==> config.mk <==
export PLATFORM = sky130hd
export DESIGN_NAME = mvmac_fifo
export DESIGN_NICKNAME = d
export VERILOG_FILES = /design/src/design/mvmac_pkg.sv /design/src/design/mvmac_fifo.sv
export VERILOG_INCLUDE_DIRS = /design/src /design/src/design
export SDC_FILE = /design/constraint.sdc
export NUM_CORES = 1
export LEC_CHECK = 0
export BUFFER_PORTS_ARGS = -buffer_cell sky130_fd_sc_hd__buf_2
export CAP_MARGIN = 20
export CORE_ASPECT_RATIO = 1.5
export CORE_MARGIN = 8
export CORE_UTILIZATION = 50
export DETAILED_ROUTE_END_ITERATION = 10
export GPL_TIMING_DRIVEN = 1
export PLACE_DENSITY = 0.71
export SLEW_MARGIN = 10
export SYNTH_ARGS = -nofsm -noshare
export SYNTH_HDL_FRONTEND = slang
export SYNTH_SLANG_ARGS = --single-unit
==> constraint.sdc <==
create_clock -name clk_i -period 5.03 [get_ports clk_i]
set_input_delay 0.2515 -clock clk_i [delete_from_list [all_inputs] [get_ports clk_i]]
set_output_delay 0.2515 -clock clk_i [all_outputs]
set_load 0.02 [all_outputs]
==> src/design/matrix_vector_multiply_accumulate_unit_defines.svh <==
// ---------------------------------------------------------------------------
// Assertion macros for the matrix-vector multiply-accumulate unit
// Shared property wrappers; every user module has clk_i and rst_ni.
// ---------------------------------------------------------------------------
`ifndef MATRIX_VECTOR_MULTIPLY_ACCUMULATE_UNIT_DEFINES_SVH
`define MATRIX_VECTOR_MULTIPLY_ACCUMULATE_UNIT_DEFINES_SVH

// Same-cycle implication, disabled while reset is asserted.
`define MVMAC_ASSERT(label, ante, cons, msg) \
  label: assert property (@(posedge clk_i) disable iff (!rst_ni) (ante) |-> (cons)) \
    else $error(msg);

// Next-cycle implication, disabled while reset is asserted.
`define MVMAC_ASSERT_NEXT(label, ante, cons, msg) \
  label: assert property (@(posedge clk_i) disable iff (!rst_ni) (ante) |=> (cons)) \
    else $error(msg);

`endif

==> src/design/mvmac_pkg.sv <==
// ---------------------------------------------------------------------------
// mvmac_pkg
// Types and fixed constants shared by the multiply-accumulate unit modules.
// ---------------------------------------------------------------------------
package mvmac_pkg;

  localparam int unsigned DATA_W      = 16;  // Q8.8 data width
  localparam int unsigned FRAC_W      = 8;
  localparam int unsigned SUM_W       = 40;  // Q24.16 accumulator, wraps
  localparam int unsigned ADDR_W      = 12;  // holds any column index in range
  localparam int unsigned ROW_OUT_W   = 12;
  localparam int unsigned ROW_CNT_W   = 13;
  localparam int unsigned COL_CNT_W   = 9;
  localparam int unsigned CFG_DATA_W  = 16;
  localparam int unsigned CFG_IDX_W   = 2;
  localparam int unsigned QUEUE_DEPTH = 4;
  localparam int unsigned QPTR_W      = $clog2(QUEUE_DEPTH);

  typedef enum logic [CFG_IDX_W-1:0] {
    REG_ROW_COUNT    = 2'd0,
    REG_COLUMN_COUNT = 2'd1,
    REG_ALPHA_SCALE  = 2'd2,
    REG_BETA_SCALE   = 2'd3
  } cfg_reg_e;

  typedef enum logic {
    CMD_LOAD = 1'b0,
    CMD_MAC  = 1'b1
  } cmd_e;

  // One classified beat, handed from the front end to the datapath.
  typedef struct packed {
    cmd_e                    cmd;
    logic [ADDR_W-1:0]       addr;
    logic [DATA_W-1:0]       data;
    logic [DATA_W-1:0]       prior_y;
    logic                    row_end;
    logic [ROW_OUT_W-1:0]    row_num;
    logic                    last_row;
  } op_t;

endpackage

==> src/design/mvmac_fifo.sv <==
// ---------------------------------------------------------------------------
// mvmac_fifo
// Short operation queue that decouples the front end from the datapath.
// ---------------------------------------------------------------------------
`include "matrix_vector_multiply_accumulate_unit_defines.svh"

module mvmac_fifo (
  input  logic           clk_i,
  input  logic           rst_ni,
  input  logic           push_i,
  input  mvmac_pkg::op_t op_i,
  input  logic           pop_i,
  output mvmac_pkg::op_t op_o,
  output logic           full_o,
  output logic           empty_o
);

  localparam logic [mvmac_pkg::QPTR_W:0] DEPTH_CNT =
    (mvmac_pkg::QPTR_W+1)'(mvmac_pkg::QUEUE_DEPTH);
  localparam logic [mvmac_pkg::QPTR_W:0] ONE_CNT = (mvmac_pkg::QPTR_W+1)'(1);

  mvmac_pkg::op_t slots_q [mvmac_pkg::QUEUE_DEPTH];
  logic [mvmac_pkg::QPTR_W-1:0] wr_q, rd_q;
  logic [mvmac_pkg::QPTR_W:0]   count_q;
  logic [mvmac_pkg::QPTR_W:0]   count_inc;

  assign full_o    = (count_q == (mvmac_pkg::QPTR_W+1)'(mvmac_pkg::QUEUE_DEPTH));
  assign empty_o   = (count_q == '0);
  assign op_o      = slots_q[rd_q];
  assign count_inc = count_q + ONE_CNT;

  always_ff @(posedge clk_i) begin
    if (push_i) begin
      slots_q[wr_q] <= op_i;
    end
  end

  always_ff @(posedge clk_i or negedge rst_ni) begin
    if (!rst_ni) begin
      wr_q    <= '0;
      rd_q    <= '0;
      count_q <= '0;
    end else begin
      if (push_i) begin
        wr_q <= wr_q + mvmac_pkg::QPTR_W'(1);
      end
      if (pop_i) begin
        rd_q <= rd_q + mvmac_pkg::QPTR_W'(1);
      end
      if (push_i && !pop_i) begin
        count_q <= count_q + (mvmac_pkg::QPTR_W+1)'(1);
      end else if (pop_i && !push_i) begin
        count_q <= count_q - (mvmac_pkg::QPTR_W+1)'(1);
      end
    end
  end

  `MVMAC_ASSERT(a_count_bound, 1'b1, count_q <= DEPTH_CNT, "queue count above depth")
  `MVMAC_ASSERT(a_pop_nonempty, pop_i, !empty_o, "pop from empty queue")
  `MVMAC_ASSERT_NEXT(a_count_up, push_i && !pop_i, count_q == $past(count_inc), "no growth on push")

endmodule

==> qor.yml <==
drt_wl_total_um: 16200
fill_cells: 1214
n_antenna_cell: 0
post_dp_cell_area_sq_um: 9730
drive_gt1_share_pct: 39.8
max_freq_mhz: 333
startpoint_type: "register"
avgSynthCellArea_sq_um: 26.2
max_slew_margin_pct: 37.3
yosysWarnings: 0
r2r_start: "wr_q[0]$_DFFE_PN0P_"
setup_ws_ns: 2.02
grt_pass1_vias: 4706
drt_iter0_drc: 306
grt_usage_pct: 14.6
wl_per_cell_um: 21.0
clk_pin_slew_ns: 0.06
antenna_left: 0
design_area_sq_um: 11100
syn-num-nets: 412
worstSetupEndpoint: "op_o[41]"
r2r_cells: 3
pre_cts_slack_ns: 2.42
hp-class: "in2reg"
slew_viol_final: 0
p_per_area_nw_per_um2: 582
grt_first_pass_wirelength_um: 25800
reg2reg_slack_ns: 3.15
ir_worst_vdd_v: 0.000630
via_count: 4126
drc: 0
synth_mux_area_share_pct: 15.0
core_sq_um: 17800
synth_seq_area_share_pct: 80.9
clk_latency_ns: 0.49
synth_top_family_by_area: "multiplexers"
area_growth_pct: 23.6
layout_common_cells: "edfxtp_1 (236), buf_2 (123), dlygate4sd3_1 (61)"
synth_xor_area_share_pct: 0.586
dp.final_hpwl_um: 9320
gr-total-overflow: 0
maxCapViolCount: 0
end_kind: "output pin"
dieArea_sq_um: 22600
synth_top_cells_by_area: "edfxtp_1 (79%), mux4_2 (15%), dfrtp_1 (2.0%)"
fin_skew_ns: 0.00944
fp.dieW_um: 125
yosys.area_share.simple_pct: 0.544
cts_max_path_buffers: 3
period_minus_slack_ns: 3.01
crit_fanout: 39
ctsRootBufferMaster: "clkbuf_16"
die_h_um: 180
finalNonFillerCells: 772
finalHoldViolCount: 0
setup_violations: 0
clock-sinks: 243
grt_max_degree: 60
portBuffers: 123
p_leak_nw: 3.86
finalCritPeriodShare_pct: 59.8
layout_commonest_cell: "edfxtp_1"
worstReg2RegEnd: "slots_q[0][55]$_DFFE_PP_"
yosysUniqueCellTypes: 20
antenna_found_initial: 0
synth_top_area_cell: "edfxtp_1"
gp_congestion: 0.696
critical_path_class: "reg2out"
postCtsSetupBuffers: 0
syn_area_sq_um: 8970
nets: 608
cp.required_ns: 4.78
synth_cells: 343
rows: 60
rsz0062_at_grt: "no"
crit_path_start: "rd_q[0]$_DFFE_PN0P_"
synth-seq-cells: 243
synth_adder_area_share_pct: 0.920
synth_top_area_share_pct: 79.0
dpl.cell_count: 671
start_util_pct: 50.4
htree_levels: 1
tightestPinTransition_ns: 0.940
cts_tree: "built"
cts_made_buffers: 22
io_pins: 124
synth-compound-area-share_pct: 0.0558
viasPerCell: 5.34
cp.arrival_ns: 2.76
setup_tns_ns: 0
dr.pass1.iters: 4
status: "completed"
## Yosys cell counts
| library cell | instances |
|---|---|
| and2_1 | 4 |
| buf_12 | 6 |
| buf_2 | 6 |
| buf_6 | 1 |
| clkbuf_1 | 1 |
| dfrtp_1 | 7 |
| edfxtp_1 | 236 |
| fa_1 | 1 |
| ha_1 | 5 |
| inv_1 | 4 |
| mux2_2 | 1 |
| mux4_1 | 1 |
| mux4_2 | 58 |
| nand2_1 | 2 |
| nor2_1 | 1 |
| nor3_1 | 1 |
| nor3b_1 | 1 |
| o21ai_0 | 1 |
| xnor2_1 | 2 |
| xor2_1 | 4 |
## metal layers
layer	share of wire, %	wire (um)	global-route usage, %
met5	0	0	0
met4	1.9	315	4.99
met3	4.9	800	3.23
met2	55	8910	26.9
met1	38	6210	16.3
## how the worst min path moves through the flow
stage           start                      to  cells past startpoint
6_report       push_i     wr_q[0]$_DFFE_PN0P_                      2
5_1_grt        push_i     wr_q[0]$_DFFE_PN0P_                      2
3_5_place_dp   rst_ni  count_q[1]$_DFFE_PN0P_                      1
2_1_floorplan  rst_ni  count_q[0]$_DFFE_PN0P_                      0
3_3_place_gp   rst_ni  count_q[1]$_DFFE_PN0P_                      1
4_1_cts        push_i     wr_q[0]$_DFFE_PN0P_                      2
## worst max-delay path: stages (launching register included)
cell	delay (ns)
dfrtp_4	0.94
buf_4	0.53
mux4_2	0.60
buf_2	0.18
## logic make-up (layout without fill, tap and decap cells)
| family | after synthesis | after routing |
|---|---|---|
| fa+ha+maj | 6 | 6 |
| buf+inv | 18 | 230 |
| xor+xnor | 6 | 6 |
| mux | 60 | 60 |
| simple gates | 9 | 9 |
| flops | 243 | 243 |
| compound gates | 1 | 1 |
## area by class of cell
| cell class | instances | area [sq um] | share of cell area (%) |
|---|---|---|---|
| clock buffers | 29 | 598 | 5.39 |
| repair buffers | 186 | 1240 | 11.2 |
| well taps | 217 | 272 | 2.45 |
| flip-flops and latches | 243 | 7270 | 65.5 |
| inverters | 4 | 15.0 | 0.135 |
| clock inverters | 11 | 154 | 1.39 |
| multi-input cells | 82 | 1540 | 13.9 |
## state kept, by name, summed over array words and instances, names as in the netlist
name,cells
slots_q,236
count_q,3
rd_q,2
wr_q,2
## timing repair
item | in CTS | in global routing
resized for setup | 0 | 0
hold buffers | 61 | 0
endpoints found under the setup margin | 0 | 0
hold endpoints to repair | 244 | 0
## per-stage QoR
| stage | total power (W) | hold slack [ns] | util, % |
|---|---|---|---|
| 4_1_cts | 0.00657 | 0.0426 | 62.3 |
| 2_1_floorplan | 0.00428 | -0.0441 | - |
| 3_3_place_gp | 0.00476 | 0.0834 | 54.7 |
| 5_1_grt | 0.00676 | 0.0475 | 62.3 |
| 3_5_place_dp | 0.00482 | 0.0917 | 54.7 |
| 6_report | 0.00646 | 0.0625 | 62.3 |
## power breakdown
| part | switching [W] | leakage, nW | internal, W |
|---|---|---|---|
| Combinational | 0.00109 | 1.25 | 0.000805 |
| Sequential | 0.000193 | 2.25 | 0.00266 |
| Clock | 0.000669 | 0.364 | 0.00104 |
| Total | 0.00195 | 3.86 | 0.00451 |
No activity file was read; power rests on OpenSTA's default activity.
