--- config.mk ---
export PLATFORM = sky130hd
export DESIGN_NAME = mvmac_front
export DESIGN_NICKNAME = d
export VERILOG_FILES = /design/src/design/matrix_vector_multiply_accumulate_unit_defines.svh /design/src/design/mvmac_pkg.sv /design/src/design/mvmac_front.sv
export SDC_FILE = /design/constraint.sdc
export NUM_CORES = 1
export LEC_CHECK = 0
export BUFFER_PORTS_ARGS = -buffer_cell sky130_fd_sc_hd__buf_2
export CAP_MARGIN = 10
export CORE_MARGIN = 2
export CORE_UTILIZATION = 35
export CTS_BUF_LIST = sky130_fd_sc_hd__clkbuf_4
export DETAILED_ROUTE_END_ITERATION = 12
export SLEW_MARGIN = 20
export SYNTH_ARGS = -nofsm -noshare
export SYNTH_HDL_FRONTEND = slang
export SYNTH_SLANG_ARGS = --single-unit
export TNS_END_PERCENT = 5
--- constraint.sdc ---
create_clock -name clk_i -period 7.65 [get_ports clk_i]
set_input_delay 0.765 -clock clk_i [delete_from_list [all_inputs] [get_ports clk_i]]
set_output_delay 0.765 -clock clk_i [all_outputs]
set_load 0.01 [all_outputs]
--- src/design/matrix_vector_multiply_accumulate_unit_defines.svh ---
// ---------------------------------------------------------------------------
// Assertion macros for the matrix-vector multiply-accumulate unit
// Shared property wrappers; every user module has clk_i and rst_ni.
// ---------------------------------------------------------------------------
`ifndef MATRIX_VECTOR_MULTIPLY_ACCUMULATE_UNIT_DEFINES_SVH
`define MATRIX_VECTOR_MULTIPLY_ACCUMULATE_UNIT_DEFINES_SVH

// Same-cycle implication, disabled while reset is asserted.
`define MVMAC_ASSERT(label, ante, cons, msg) \
  label: assert property (@(posedge clk_i) disable iff (!rst_ni) (ante) |-> (cons)) \
    else $error(msg);

// Next-cycle implication, disabled while reset is asserted.
`define MVMAC_ASSERT_NEXT(label, ante, cons, msg) \
  label: assert property (@(posedge clk_i) disable iff (!rst_ni) (ante) |=> (cons)) \
    else $error(msg);

`endif

--- src/design/mvmac_pkg.sv ---
// ---------------------------------------------------------------------------
// mvmac_pkg
// Types and fixed constants shared by the multiply-accumulate unit modules.
// ---------------------------------------------------------------------------
package mvmac_pkg;

  localparam int unsigned DATA_W      = 16;  // Q8.8 data width
  localparam int unsigned FRAC_W      = 8;
  localparam int unsigned SUM_W       = 40;  // Q24.16 accumulator, wraps
  localparam int unsigned ADDR_W      = 12;  // holds any column index in range
  localparam int unsigned ROW_OUT_W   = 12;
  localparam int unsigned ROW_CNT_W   = 13;
  localparam int unsigned COL_CNT_W   = 9;
  localparam int unsigned CFG_DATA_W  = 16;
  localparam int unsigned CFG_IDX_W   = 2;
  localparam int unsigned QUEUE_DEPTH = 4;
  localparam int unsigned QPTR_W      = $clog2(QUEUE_DEPTH);

  typedef enum logic [CFG_IDX_W-1:0] {
    REG_ROW_COUNT    = 2'd0,
    REG_COLUMN_COUNT = 2'd1,
    REG_ALPHA_SCALE  = 2'd2,
    REG_BETA_SCALE   = 2'd3
  } cfg_reg_e;

  typedef enum logic {
    CMD_LOAD = 1'b0,
    CMD_MAC  = 1'b1
  } cmd_e;

  // One classified beat, handed from the front end to the datapath.
  typedef struct packed {
    cmd_e                    cmd;
    logic [ADDR_W-1:0]       addr;
    logic [DATA_W-1:0]       data;
    logic [DATA_W-1:0]       prior_y;
    logic                    row_end;
    logic [ROW_OUT_W-1:0]    row_num;
    logic                    last_row;
  } op_t;

endpackage

--- src/design/mvmac_front.sv ---
// ---------------------------------------------------------------------------
// mvmac_front
// Accepts input beats, tracks load, column and row positions, and pushes
// classified operations into the queue.
// ---------------------------------------------------------------------------
module mvmac_front #(
  parameter int unsigned MAX_COLUMNS = 256,
  parameter int unsigned MAX_ROWS    = 4096
) (
  input  logic                               clk_i,
  input  logic                               rst_ni,
  input  logic                               in_valid_i,
  input  logic                               in_cmd_i,
  input  logic [mvmac_pkg::DATA_W-1:0]       in_data_i,
  input  logic [mvmac_pkg::DATA_W-1:0]       in_prior_y_i,
  output logic                               in_ready_o,
  input  logic [$clog2(MAX_COLUMNS):0]       col_limit_i,
  input  logic [((MAX_ROWS > 1) ? $clog2(MAX_ROWS) : 1):0] row_limit_i,
  input  logic                               q_full_i,
  output logic                               push_o,
  output mvmac_pkg::op_t                     op_o
);

  localparam int unsigned AW = $clog2(MAX_COLUMNS);
  localparam int unsigned RW = (MAX_ROWS > 1) ? $clog2(MAX_ROWS) : 1;

  logic [AW-1:0] load_q, col_q;
  logic [RW-1:0] row_q;
  logic [AW:0]   load_next, col_next;
  logic [RW:0]   row_next;
  logic          load_wrap, row_end, last_row, accept, is_load;
  logic [RW+mvmac_pkg::ROW_OUT_W-1:0] row_ext;

  assign in_ready_o = !q_full_i;
  assign accept     = in_valid_i && !q_full_i;
  assign is_load    = (mvmac_pkg::cmd_e'(in_cmd_i) == mvmac_pkg::CMD_LOAD);

  assign load_next = {1'b0, load_q} + (AW+1)'(1);
  assign col_next  = {1'b0, col_q} + (AW+1)'(1);
  assign row_next  = {1'b0, row_q} + (RW+1)'(1);
  assign load_wrap = (load_next >= col_limit_i);
  assign row_end   = (col_next >= col_limit_i);
  assign last_row  = (row_next >= row_limit_i);
  assign row_ext   = {{mvmac_pkg::ROW_OUT_W{1'b0}}, row_q};

  always_ff @(posedge clk_i or negedge rst_ni) begin
    if (!rst_ni) begin
      load_q <= '0;
      col_q  <= '0;
      row_q  <= '0;
    end else if (accept) begin
      if (is_load) begin
        load_q <= load_wrap ? '0 : load_next[AW-1:0];
      end else if (row_end) begin
        col_q <= '0;
        row_q <= last_row ? '0 : row_next[RW-1:0];
      end else begin
        col_q <= col_next[AW-1:0];
      end
    end
  end

  always_comb begin
    op_o.cmd      = mvmac_pkg::cmd_e'(in_cmd_i);
    op_o.addr     = is_load ? mvmac_pkg::ADDR_W'(load_q) : mvmac_pkg::ADDR_W'(col_q);
    op_o.data     = in_data_i;
    op_o.prior_y  = in_prior_y_i;
    op_o.row_end  = row_end && !is_load;
    op_o.row_num  = row_ext[mvmac_pkg::ROW_OUT_W-1:0];
    op_o.last_row = last_row;
  end

  assign push_o = accept;

endmodule

==> results.sh, run 1 <==
export IMPL_yosysUniqueCellTypes=48
export IMPL_die_area_um2=8730
export IMPL_syn_inst=320
export IMPL_worstPathRequired_ns=6.88
export IMPL_seq_power_share_pct=42.9
export IMPL_ys_flop_type="dfrtp_1"
export IMPL_grt_overflow_total=0
export IMPL_rsz0062_at_grt="false"
export IMPL_status="finished, final reports clean"
export IMPL_cts_tree="done"
export IMPL_maxSlewViolCount=0
export IMPL_path_class="flip-flop to output port"
export IMPL_startpoint_type="flip-flop"
export IMPL_peakVddDrop_uv=99.8
export IMPL_antenna_found_initial=0
export IMPL_ys_warn_count=0
export IMPL_initial_core_util_pct=36.2
export IMPL_netlist_area_leader_share_pct=25.0
export IMPL_grt_pass1_wl_um=10400
export IMPL_area_delta_synth_final_pct=4.65
export IMPL_critical_path_arrival_ns=3.10
export IMPL_totalWireLength_um=6180
export IMPL_portBuffers=51
export IMPL_synth_seq_area_share_pct=25.0
export IMPL_wl_per_cell_um=14.3
export IMPL_synth_avg_cell_area_um2=8.75
export IMPL_synthArstFlopShare_pct=100
export IMPL_drive_gt1_share_pct=21.5
export IMPL_p_per_area_nw_per_um2=153
export IMPL_power_internal_uw=290
export IMPL_leakagePower_nw=1.58
export IMPL_syn_cell_area_um2=2800
export IMPL_gp_congestion=0.840
export IMPL_clockPowerShare_pct=23.1
export IMPL_cts_inserted_buffers=3
export IMPL_diodes=0
export IMPL_dp_hpwl_um=4820
export IMPL_dp_slack_ns=4.18
export IMPL_synth_edf_count=0
export IMPL_tightest_slew_ns=0.659
export IMPL_vias_per_cell=5.15
export IMPL_swShare_pct=35.3
export IMPL_grtUsageTotal_pct=14.7
export IMPL_cts_sinks=28
export IMPL_yosys_register_bits=28
export IMPL_drc=0
export IMPL_grt_pass1_vias=2178
export IMPL_postRouteAntennaNets=0
export IMPL_rows=32
export IMPL_reg2regPathDepth=11
export IMPL_synth_area_leader_cell="dfrtp_1"
export IMPL_worst_r2r_setup_slack_ns=4.66
export IMPL_layout_nets=425
export IMPL_r2r_end="row_q[7]"
export IMPL_ctsResizeCount=0
export IMPL_fin_tns_setup_ns=0
export IMPL_path_clk_slew_ns=0.17
export IMPL_rr_startpoint="row_q[0]"
export IMPL_die_w_um=93.4
export IMPL_cts_setup_buffers=0
export IMPL_maxCapViolCount=0
export IMPL_critPathLaunch="row_q[0]"
export IMPL_setup_ws_ns=3.79
export IMPL_max_freq_mhz=259
export IMPL_drt_first_pass_iters=4
export IMPL_htreeDepth=1
export IMPL_post_route_period_util_pct=50.5
export IMPL_hold_viol_final=0
export IMPL_final_common_cell="buf_2"
export IMPL_drtIter0Drc=86
export IMPL_power_switching_uw=158
export IMPL_core_um2=7730
export IMPL_grt_max_degree=29
export IMPL_worstSetupEndpointType="output port"
export IMPL_critical_path_peak_fanout=10
export IMPL_fp_dieH_um=93.4
export IMPL_worstSkewPairLatency_ns=0.35
export IMPL_slew_headroom_pct=56.1
export IMPL_num_vias=2231
export IMPL_io_pins=120
export IMPL_skew_ns=0.00311
export IMPL_post_route_min_period_ns=3.86
export IMPL_layout_common_cells="buf_2 (51), ha_1 (34), dfrtp_1 (28)"
export IMPL_cts_max_path_buffers=2
export IMPL_hold_class="primary input to async pin"
export IMPL_setup_viol=0
export IMPL_clock_root_buffer="clkbuf_4"
export IMPL_cts_hold_buf=0
export IMPL_combPwrFrac_pct=34.0
export IMPL_synthTopCellsByArea="dfrtp_1 (25%), ha_1 (15%), buf_4 (10%), mux2_2 (4.0%), nand2_1 (3.2%)"
export IMPL_endpoint="op_o[0]"
-- worst min path at each step --
| stage | to | slack, ns | cells after the start |
|---|---|---|---|
| global route | col_q[2] | 0.46 | 1 |
| CTS | load_q[3] | 0.44 | 1 |
| detailed placement | row_q[1] | 0.56 | 1 |
| floorplan | col_q[0] | 0.47 | 0 |
| finish | load_q[2] | 0.41 | 1 |
| global placement | row_q[1] | 0.55 | 1 |
-- through the flow --
stage | instances | hold WS [ns] | power (mW) | util (%) | area (um^2)
CTS | 433 | 0.440 | 0.455 | 37.9 | 2930
finish | 433 | 0.414 | 0.449 | 37.9 | 2930
detailed placement | 429 | 0.555 | 0.349 | 37.2 | 2880
global route | 433 | 0.465 | 0.486 | 37.9 | 2930
global placement | 429 | 0.552 | 0.345 | 37.2 | 2880
floorplan | 323 | 0.469 | 0.319 | - | 2810
-- layer usage --
| metal | GRT usage, % | part of all wire [%] | wire (um) |
|---|---|---|---|
| met5 | 0 | 0 | 0 |
| met4 | 1.96 | 0.47 | 29 |
| met3 | 2.58 | 5.1 | 317 |
| met2 | 24.7 | 48 | 2940 |
| met1 | 20.1 | 47 | 2900 |
-- state kept, by name (all words and copies together), names as in the netlist --
register  count
load_q        8
col_q         8
row_q        12
-- power by group through the flow --
stage               Combinational (mW)  Sequential, mW  Clock (mW)
floorplan                        0.139           0.180           0
global placement                 0.151           0.195           0
CTS                              0.156           0.192       0.108
global route                     0.176           0.196       0.114
finish                           0.152           0.192       0.104
detailed placement               0.154           0.194           0
-- worst max-delay path: stages, from the launching register on --
cell and delay [ns]:
dfrtp_1 0.47, ha_1 0.24, nand3_1 0.17, nor2_1 0.21, nand4_1 0.13, xnor2_1 0.21
ha_1 0.28, a21oi_1 0.13, o21ai_0 0.13, a21oi_2 0.38, nand2_1 0.21, buf_2 0.19
-- logic make-up (layout without fill, tap and decap cells) --
kind of cell               after synthesis  after routing  share of synthesized area, %
xor gates and xnor gates                19             19                          5.95
DFF                                     28             28                          25.0
other                                    1              4                         0.134
muxes                                   10             10                          4.02
AOI/OAI and AO/OA                       69             69                          18.6
adders and majority gates               34             34                          15.2
and+or+nand+nor                         88             88                          16.4
buffers and inverters                   71             79                          14.7
-- Yosys cell counts (all sizes together) (2+ instances only) --
master / instances
a221o: 3
or3: 3
o2bb2ai: 2
a211oi: 2
nor2b: 5
o21ai: 19
mux2: 10
a22o: 7
nand2: 24
nor3: 2
nand2b: 4
xor2: 9
nand3b: 2
a221oi: 2
o211ai: 4
a21oi: 9
dfrtp: 28
ha: 34
and2: 3
a21boi: 5
nor2: 11
nand3: 14
clkbuf: 7
a21o: 4
inv: 23
o21a: 2
nand4: 6
buf: 41
xnor2: 10
and3: 10
a41o: 4
-- area by class of cell --
type	count	area, um^2
Tap cell	102	128
Inverter	23	86.3
Sequential cell	28	701
Clock buffer	3	22.5
Fill cell	804	4800
Multi-Input combinational cell	224	1700
Timing Repair Buffer	52	263
Clock inverter	1	30.0
Note: power is estimated with default switching activity, not from simulation.
==> run 2: changes to the inputs <==
clock period = 3.4 ns   (was 7.65 ns; I/O delays follow)
==> run 2 against run 1 <==
  * Wire length increased by 1.8%
  * Clock skew about the same
  * Register-to-register slack got worse by 4.2 ns
  * Global-route usage decreased by 0.052 points
  * Die area unchanged
  * Largest power group unchanged
  * Sequential cell count unchanged
  * Clock power increased by 120%
==> results.sh, run 2 (same netlist as run 1, synthesis figures left out) <==
export IMPL_gp_congestion=0.818
export IMPL_die_w_um=93.4
export IMPL_cp_num_buf_inv=2
export IMPL_maxSlewViolCount=0
export IMPL_worstSkewPairLatency_ns=0.34
export IMPL_skew_ns=0.00265
export IMPL_p_per_area_nw_per_um2=338
export IMPL_slew_headroom_pct=56.1
export IMPL_postRouteAntennaNets=0
export IMPL_tightest_slew_ns=0.658
export IMPL_fin_util_pct=39.2
export IMPL_htreeDepth=1
export IMPL_dp_hpwl_um=4980
export IMPL_setup_ws_ns=0.172
export IMPL_drive_gt1_share_pct=25.9
export IMPL_cts_max_path_buffers=2
export IMPL_post_route_period_util_pct=95.0
export IMPL_rsz0062_at_grt="true"
export IMPL_largest_reg_flops=12
export IMPL_critical_path_peak_fanout=8
export IMPL_grt_overflow_total=0
export IMPL_hold_class="primary input to async pin"
export IMPL_cts_sinks=28
export IMPL_startpoint_type="flip-flop"
export IMPL_status="finished, final reports clean"
export IMPL_critical_path_arrival_ns=2.89
export IMPL_cts_tree="done"
export IMPL_die_area_um2=8730
export IMPL_vias_per_cell=5.22
export IMPL_grtUsageTotal_pct=14.6
export IMPL_layout_nets=430
export IMPL_core_um2=7730
export IMPL_critPathLaunch="col_q[1]"
export IMPL_maxCapViolCount=0
export IMPL_rows=32
export IMPL_max_freq_mhz=310
export IMPL_num_vias=2288
export IMPL_wl_per_cell_um=14.4
export IMPL_antenna_found_initial=0
export IMPL_rr_startpoint="col_q[0]"
export IMPL_layout_common_cells="buf_2 (51), ha_1 (33), dfrtp_1 (25)"
export IMPL_leakagePower_nw=1.61
export IMPL_cpMaxStageDelayCell="dfrtp_1"
export IMPL_slowest_delay_ns=0.44
export IMPL_p_total_mw=1.02
export IMPL_io_pins=120
export IMPL_portBuffers=51
export IMPL_drtIter0Drc=95
export IMPL_hold_viol_final=0
export IMPL_path_clk_slew_ns=0.16
export IMPL_cts_inserted_buffers=3
export IMPL_totalWireLength_um=6290
export IMPL_clock_root_buffer="clkbuf_4"
export IMPL_drc=0
export IMPL_grt_pass1_vias=2227
export IMPL_path_class="flip-flop to output port"
export IMPL_area_delta_synth_final_pct=8.14
export IMPL_grt_max_degree=29
export IMPL_post_route_min_period_ns=3.23
export IMPL_final_common_cell="buf_2"
export IMPL_whs_ns=0.00219
export IMPL_worstSetupEndpointType="output port"
export IMPL_diodes=0
export IMPL_worstPathRequired_ns=3.06
export IMPL_path_cells="ha_1, nand3_1, nor2_2, buf_4, xor2_1, ha_1, and3_1, a221oi_4, o21ai_4, and2_1, buf_2"
export IMPL_critPathTopFamily="simple AND/OR/NAND/NOR gates"
export IMPL_timing_critical_path_mode_cell="ha_1"
export IMPL_peakVddDrop_uv=222
export IMPL_top_register="row_q"
export IMPL_drt_first_pass_iters=4
export IMPL_dp_slack_ns=0.357
export IMPL_fp_dieH_um=93.4
export IMPL_top_regs="row_q: 12 flops, col_q: 8 flops, load_q: 8 flops"
export IMPL_initial_core_util_pct=36.2
export IMPL_grt_pass1_wl_um=10500
export IMPL_setup_viol=0
[run 2: repair_timing]
item,CTS,global route
pin swaps,0,1
hold buffers,0,0
setup endpoints to repair,2,2
setup buffers,0,3
gates resized for setup,2,13
[run 2: layout make-up]
type / instances / area (um^2)
Multi-Input combinational cell: 224 / 1760
Tap cell: 102 / 128
Inverter: 23 / 86.3
Sequential cell: 28 / 704
Clock buffer: 3 / 22.5
Timing Repair Buffer: 57 / 300
Clock inverter: 1 / 30.0
Fill cell: 806 / 4700
[run 2: layer usage]
metal  vias up  global-route usage, %  share of wire [%]
li1       1133                      -                  -
met1      1084                   19.8                 46
met2        65                   24.5                 48
met3         6                   2.82                5.5
met4         0                   2.45               0.68
met5         -                      0                  0
[run 2: worst register-to-register path: stages (launching register included)]
cell	delay, ns
dfrtp_2	0.47
ha_1	0.26
nand3_1	0.16
nor2_2	0.08
and3_1	0.19
ha_1	0.34
and3_1	0.25
o2111ai_1	0.22
o21ai_4	0.28
buf_4	0.22
a21boi_0	0.11
a41o_1	0.23
[run 2: final timing paths]
kind,cells after the start,to,slack (ns)
hold / removal,1,load_q[0],0.002
setup / recovery,11,op_o[13],0.17
min in group clk_i,1,row_q[1],0.59
hold reg to reg,1,row_q[1],0.59
setup reg to reg,11,row_q[9],0.50
max in group asynchronous,1,row_q[2],2.93
[run 2: power by group]
group	total (mW)	switching [mW]	internal, mW
Combinational	0.365	0.193	0.172
Clock	0.226	0.107	0.119
Sequential	0.432	0.0627	0.369
Total	1.02	0.363	0.661
[run 2: through the flow]
stage / setup TNS (ns) / cell area (um^2) / std cells
final: 0 / 3030 / 438
after global routing: -0.0378 / 3030 / 438
after CTS: 0 / 2950 / 435
after detailed placement: 0 / 2890 / 431
after global placement: 0 / 2890 / 431
after floorplan: 0 / 2810 / 323
